===== src/sv/rc_channel_mixer_core_defines.svh =====
// Assertion helpers for the mixer RTL.
`ifndef RC_CHANNEL_MIXER_CORE_DEFINES_SVH
`define RC_CHANNEL_MIXER_CORE_DEFINES_SVH

// Check a property on every clock edge outside reset.
`define RCM_ASSERT(label, prop, msg) \
  label: assert property (@(posedge clk_i) disable iff (!rst_ni) prop) else $error(msg);

// Check a property on every clock edge, reset included.
`define RCM_ASSERT_ALWAYS(label, prop, msg) \
  label: assert property (@(posedge clk_i) prop) else $error(msg);

`endif


===== src/sv/rcm_div_pipe.sv =====
`timescale 1ns / 1ps

// Unsigned restoring divider, one quotient bit per stage, NUM_W stages.
// All stages advance together on en_i.
module rcm_div_pipe #(
  parameter int NUM_W  = 31,
  parameter int DEN_W  = 10,
  parameter int SIDE_W = 1
) (
  input  logic              clk_i,
  input  logic              rst_ni,
  input  logic              en_i,
  input  logic              valid_i,
  input  logic [NUM_W-1:0]  num_i,
  input  logic [DEN_W-1:0]  den_i,
  input  logic [SIDE_W-1:0] side_i,
  output logic              valid_o,
  output logic [NUM_W-1:0]  quot_o,
  output logic [SIDE_W-1:0] side_o
);

  logic [NUM_W-1:0]             valid_q;
  logic [NUM_W-1:0][DEN_W-1:0]  rem_q;
  logic [NUM_W-1:0][NUM_W-1:0]  nq_q;   // numerator bits still to shift in, quotient bits below
  logic [NUM_W-1:0][DEN_W-1:0]  den_q;
  logic [NUM_W-1:0][SIDE_W-1:0] side_q;

  for (genvar s = 0; s < NUM_W; s++) begin : g_stage
    logic              valid_in;
    logic [DEN_W-1:0]  rem_in;
    logic [NUM_W-1:0]  nq_in;
    logic [DEN_W-1:0]  den_in;
    logic [SIDE_W-1:0] side_in;
    logic [DEN_W:0]    trial;
    logic [DEN_W:0]    diff;
    logic              fits;

    if (s == 0) begin : g_first
      assign valid_in = valid_i;
      assign rem_in   = '0;
      assign nq_in    = num_i;
      assign den_in   = den_i;
      assign side_in  = side_i;
    end else begin : g_next
      assign valid_in = valid_q[s-1];
      assign rem_in   = rem_q[s-1];
      assign nq_in    = nq_q[s-1];
      assign den_in   = den_q[s-1];
      assign side_in  = side_q[s-1];
    end

    assign trial = {rem_in, nq_in[NUM_W-1]};
    assign fits  = (trial >= {1'b0, den_in});
    assign diff  = trial - {1'b0, den_in};

    always_ff @(posedge clk_i or negedge rst_ni) begin
      if (!rst_ni) begin
        valid_q[s] <= 1'b0;
      end else if (en_i) begin
        valid_q[s] <= valid_in;
      end
    end

    always_ff @(posedge clk_i) begin
      if (en_i) begin
        rem_q[s]  <= fits ? diff[DEN_W-1:0] : trial[DEN_W-1:0];
        nq_q[s]   <= {nq_in[NUM_W-2:0], fits};
        den_q[s]  <= den_in;
        side_q[s] <= side_in;
      end
    end
  end

  assign valid_o = valid_q[NUM_W-1];
  assign quot_o  = nq_q[NUM_W-1];
  assign side_o  = side_q[NUM_W-1];

endmodule


===== config.mk =====
export PLATFORM = sky130hd
export DESIGN_NAME = rcm_div_pipe
export DESIGN_NICKNAME = d
export VERILOG_FILES = /design/src/sv/rc_channel_mixer_core_defines.svh /design/src/sv/rcm_div_pipe.sv
export SDC_FILE = /design/constraint.sdc
export NUM_CORES = 2
export LEC_CHECK = 0
export ABC_AREA = 1
export BUFFER_PORTS_ARGS = -buffer_cell sky130_fd_sc_hd__buf_2
export CORE_UTILIZATION = 60
export DETAILED_ROUTE_END_ITERATION = 8
export MAX_ROUTING_LAYER = met4
export PLACE_DENSITY = 0.85
export RECOVER_POWER = 50
export SETUP_SLACK_MARGIN = 0.1
export SYNTH_ARGS = -nofsm -noshare
export SYNTH_HDL_FRONTEND = slang
export SYNTH_SLANG_ARGS = --single-unit

===== constraint.sdc =====
create_clock -name clk_i -period 3.73 [get_ports clk_i]
set_clock_uncertainty 0.1 [all_clocks]
set_input_delay 0.373 -clock clk_i [delete_from_list [all_inputs] [get_ports clk_i]]
set_output_delay 0.373 -clock clk_i [all_outputs]
set_load 0.02 [all_outputs]

==> impl_metrics.tcl <==
set metrics [dict create \
    yosysWarnings 0 \
    drt-initial-drc-count 2994 \
    drt_first_pass_iters 6 \
    antenna_left 0 \
    status "complete, but fails checks" \
    dp_cells 7397 \
    cts_tree "yes" \
    setup_viol 0 \
    rsz0062_at_grt "false" \
    area_delta_synth_final_pct 11.87 \
    final_common_cell "nand2_1" \
    n_antenna_cell 0 \
    io_pins 79 \
    grt_pass1_wl_um 200900 \
    drv_slew 250 \
    grt_pass1_vias 39960 \
    grt_overflow_total 0 \
    rr_worst_depth 12 \
    p_comb_share_pct 28.5 \
    p_leak_nw 33.59 \
    synthDistinctLibCells 37 \
    critPathCaptureType "register" \
    power_density_nw_per_um2 744.9 \
    switching_power_w 0.01907 \
    clkSinkCount 1623 \
    num-nets-final 6468 \
    min_period_ns 2.525 \
    ir_drop_uv 571.4 \
    most-common-layout-cells "nand2_1, edfxtp_1, inv_1" \
    final.period_utilization_pct 67.71 \
    cp_cell_sequence "buf_12, clkbuf_1" \
    r2r_slack_ns 1.29 \
    worstSkewPairLatency_ns 0.76 \
    drc 0 \
    ys_seq_area_share_pct 69.65 \
    max_stage_delay_ns 1.76 \
    syn_nets 6162 \
    cap_violations 7 \
    power.total_w 0.05813 \
    clk_pin_slew_ns 0.06 \
    tns_ns 0 \
    track_usage_pct 22.21 \
    cp.depth 2 \
    finalHoldViolations 0 \
    critical_path.startpoint "en_i" \
    fin_cells 7738 \
    antenna_found_initial 0 \
    hold_buffers 44 \
    endpoint "g_stage[15].nq_in[6]$_DFFE_PP_" \
    std_cell_rows 124 \
    htree_levels 4 \
    cts_made_buffers 160 \
    cts_root_buf "clkbuf_16" \
    cp_data_arrival_time_ns 2.75 \
    syn-instance-count 5785 \
    dieArea_um2 117600 \
    post_cts_buffers 0 \
    maxSlewHeadroom_pct -57.89 \
    dp_hpwl_um 84750 \
    pwr-share-seq_pct 43.6 \
    start_kind "input pin" \
    final_layout_size_suffix_gt1_share_pct 8.705 \
    routabilityCongestion 0.9239 \
    swShare_pct 32.81 \
    vias 40080 \
    hp-class "input pin to register" \
    portBuffers 78 \
    worst_pin_slew_ns 2.368 \
    power_frac_clock_pct 27.9 \
    fp.dieH_um 343.0 \
    reg2reg_to "g_stage[7].rem_in[5]$_DFFE_PP_" \
    viasPerCell 5.180 \
    syn_avg_cell_area_um2 12.06 \
    syn_area_um2 69760 \
    internal_power_w 0.03906 \
    crit_path_max_fanout 106 \
    required_ns 3.95 \
    violations "max-capacitance violations, max-slew violations" \
    synth-seq-cells 1623 \
    rr_startpoint "g_stage[6].rem_in[1]$_DFFE_PP_" \
    coreArea_um2 114800 \
    cts_resized 0 \
    fillers 8048 \
    cp_slowest_cell "clkbuf_1" \
    critical-path-top-delay-family "buffers and inverters" \
    critPathBufInv 2 \
    fmax_mhz 396.0 \
    grt_max_degree 107 \
    die_w_um 343.0 \
    initial_core_util_pct 60.76 \
    clock_path_buffers 3 \
    wire_per_inst_um 16.06 \
    routed_wl_um 124300 \
    criticalPathCategory "input pin to register" \
    min_path_cells 1 \
]
[Yosys cell counts]
library cell	number	share of area, %
nand4_1	37	0.33
nand3b_1	34	0.37
buf_6	23	0.37
o21ai_0	47	0.34
mux2_2	1	0.016
nand2_1	1743	9.4
a21o_1	2	0.022
nand3_2	50	0.72
nor2_2	2	0.018
xor2_1	87	1.1
nand4_4	1	0.030
a21oi_1	146	1.0
nand3_4	1	0.025
and2_1	21	0.19
or2_2	28	0.25
ha_1	302	5.4
nor2_1	252	1.4
dfrtp_1	31	1.1
inv_1	844	4.5
a211oi_1	1	0.011
or2_0	4	0.036
buf_12	1	0.029
inv_2	39	0.21
nand2_4	9	0.15
nand3_1	342	2.5
nor3_1	8	0.057
nor4_1	1	0.0090
a21oi_2	1	0.013
clkbuf_1	8	0.043
nand2_2	58	0.52
fa_1	29	0.83
edfxtp_1	1592	69
o21a_1	14	0.15
buf_8	5	0.11
or2_1	2	0.018
o21bai_1	15	0.16
o21ai_2	4	0.050
[through the flow]
stage               util (%)  hold WS, ns  setup WS [ns]  cell area [um2]
floorplan                  -     -0.02259          1.851            69760
global placement       63.06       0.3002          1.344            72400
detailed placement     63.06       0.3045          1.400            72400
CTS                    68.10      0.02351          1.307            78180
global route           67.97      0.03137          1.015            78030
finish                 67.97      0.07962          1.205            78030
[routing by layer]
metal | wire, um | GRT usage, % | vias up
li1 | - | - | 19980
met1 | 53030 | 28.15 | 18830
met2 | 61590 | 36.99 | 1010
met3 | 6259 | 3.286 | 261
met4 | 3406 | 7.120 | 0
met5 | 0 | - | -
[cell type report]
type	count	area, um2	area share [%]
Multi-Input combinational cell	3242	17480	22.39
Clock buffer	183	4197	5.378
Tap cell	1512	1892	2.424
Clock inverter	114	1145	1.467
Inverter	883	3314	4.247
Sequential cell	1623	48580	62.26
Timing Repair Buffer	181	1430	1.833
[sequential cells by signal (all words and copies together) (netlist names)]
name and flops:
g_stage.side_in 30, valid_o 1, g_stage.rem_in 300, g_stage.nq_in 930, g_stage.valid_in 30, g_stage.den_in 300
side_o 1, quot_o 31
[how the worst min path moves through the flow]
stage,startpoint,to,slack [ns]
3_5_place_dp,g_stage[9].nq_in[15]$_DFFE_PP_,g_stage[10].nq_in[16]$_DFFE_PP_,0.30
2_1_floorplan,rst_ni,g_stage[10].valid_in$_DFFE_PN0P_,-0.02
6_report,en_i,g_stage[2].nq_in[23]$_DFFE_PP_,0.08
4_1_cts,en_i,g_stage[2].nq_in[23]$_DFFE_PP_,0.02
5_1_grt,en_i,g_stage[2].nq_in[23]$_DFFE_PP_,0.03
3_3_place_gp,g_stage[22].nq_in[16]$_DFFE_PP_,g_stage[23].nq_in[17]$_DFFE_PP_,0.30
[power groups by stage]
stage	registers (W)	clock network, W	logic [W]
6_report	0.0254	0.0162	0.0165
5_1_grt	0.0256	0.0173	0.0189
4_1_cts	0.0254	0.0166	0.0165
3_5_place_dp	0.0257	0	0.0162
3_3_place_gp	0.0256	0	0.0159
2_1_floorplan	0.0250	0	0.0128
[logic make-up after synthesis]
| logic type | count (synthesis) | share of synthesized area (%) |
|---|---|---|
| muxes | 1 | 0.01614 |
| and+or+nand+nor | 2593 | 15.90 |
| buffers and inverters | 920 | 5.302 |
| AOI/OAI and AO/OA | 230 | 1.792 |
| DFF | 1623 | 69.65 |
| adders and majority gates | 331 | 6.249 |
| xor gates and xnor gates | 87 | 1.092 |
No activity file was read; power rests on OpenSTA's default activity.
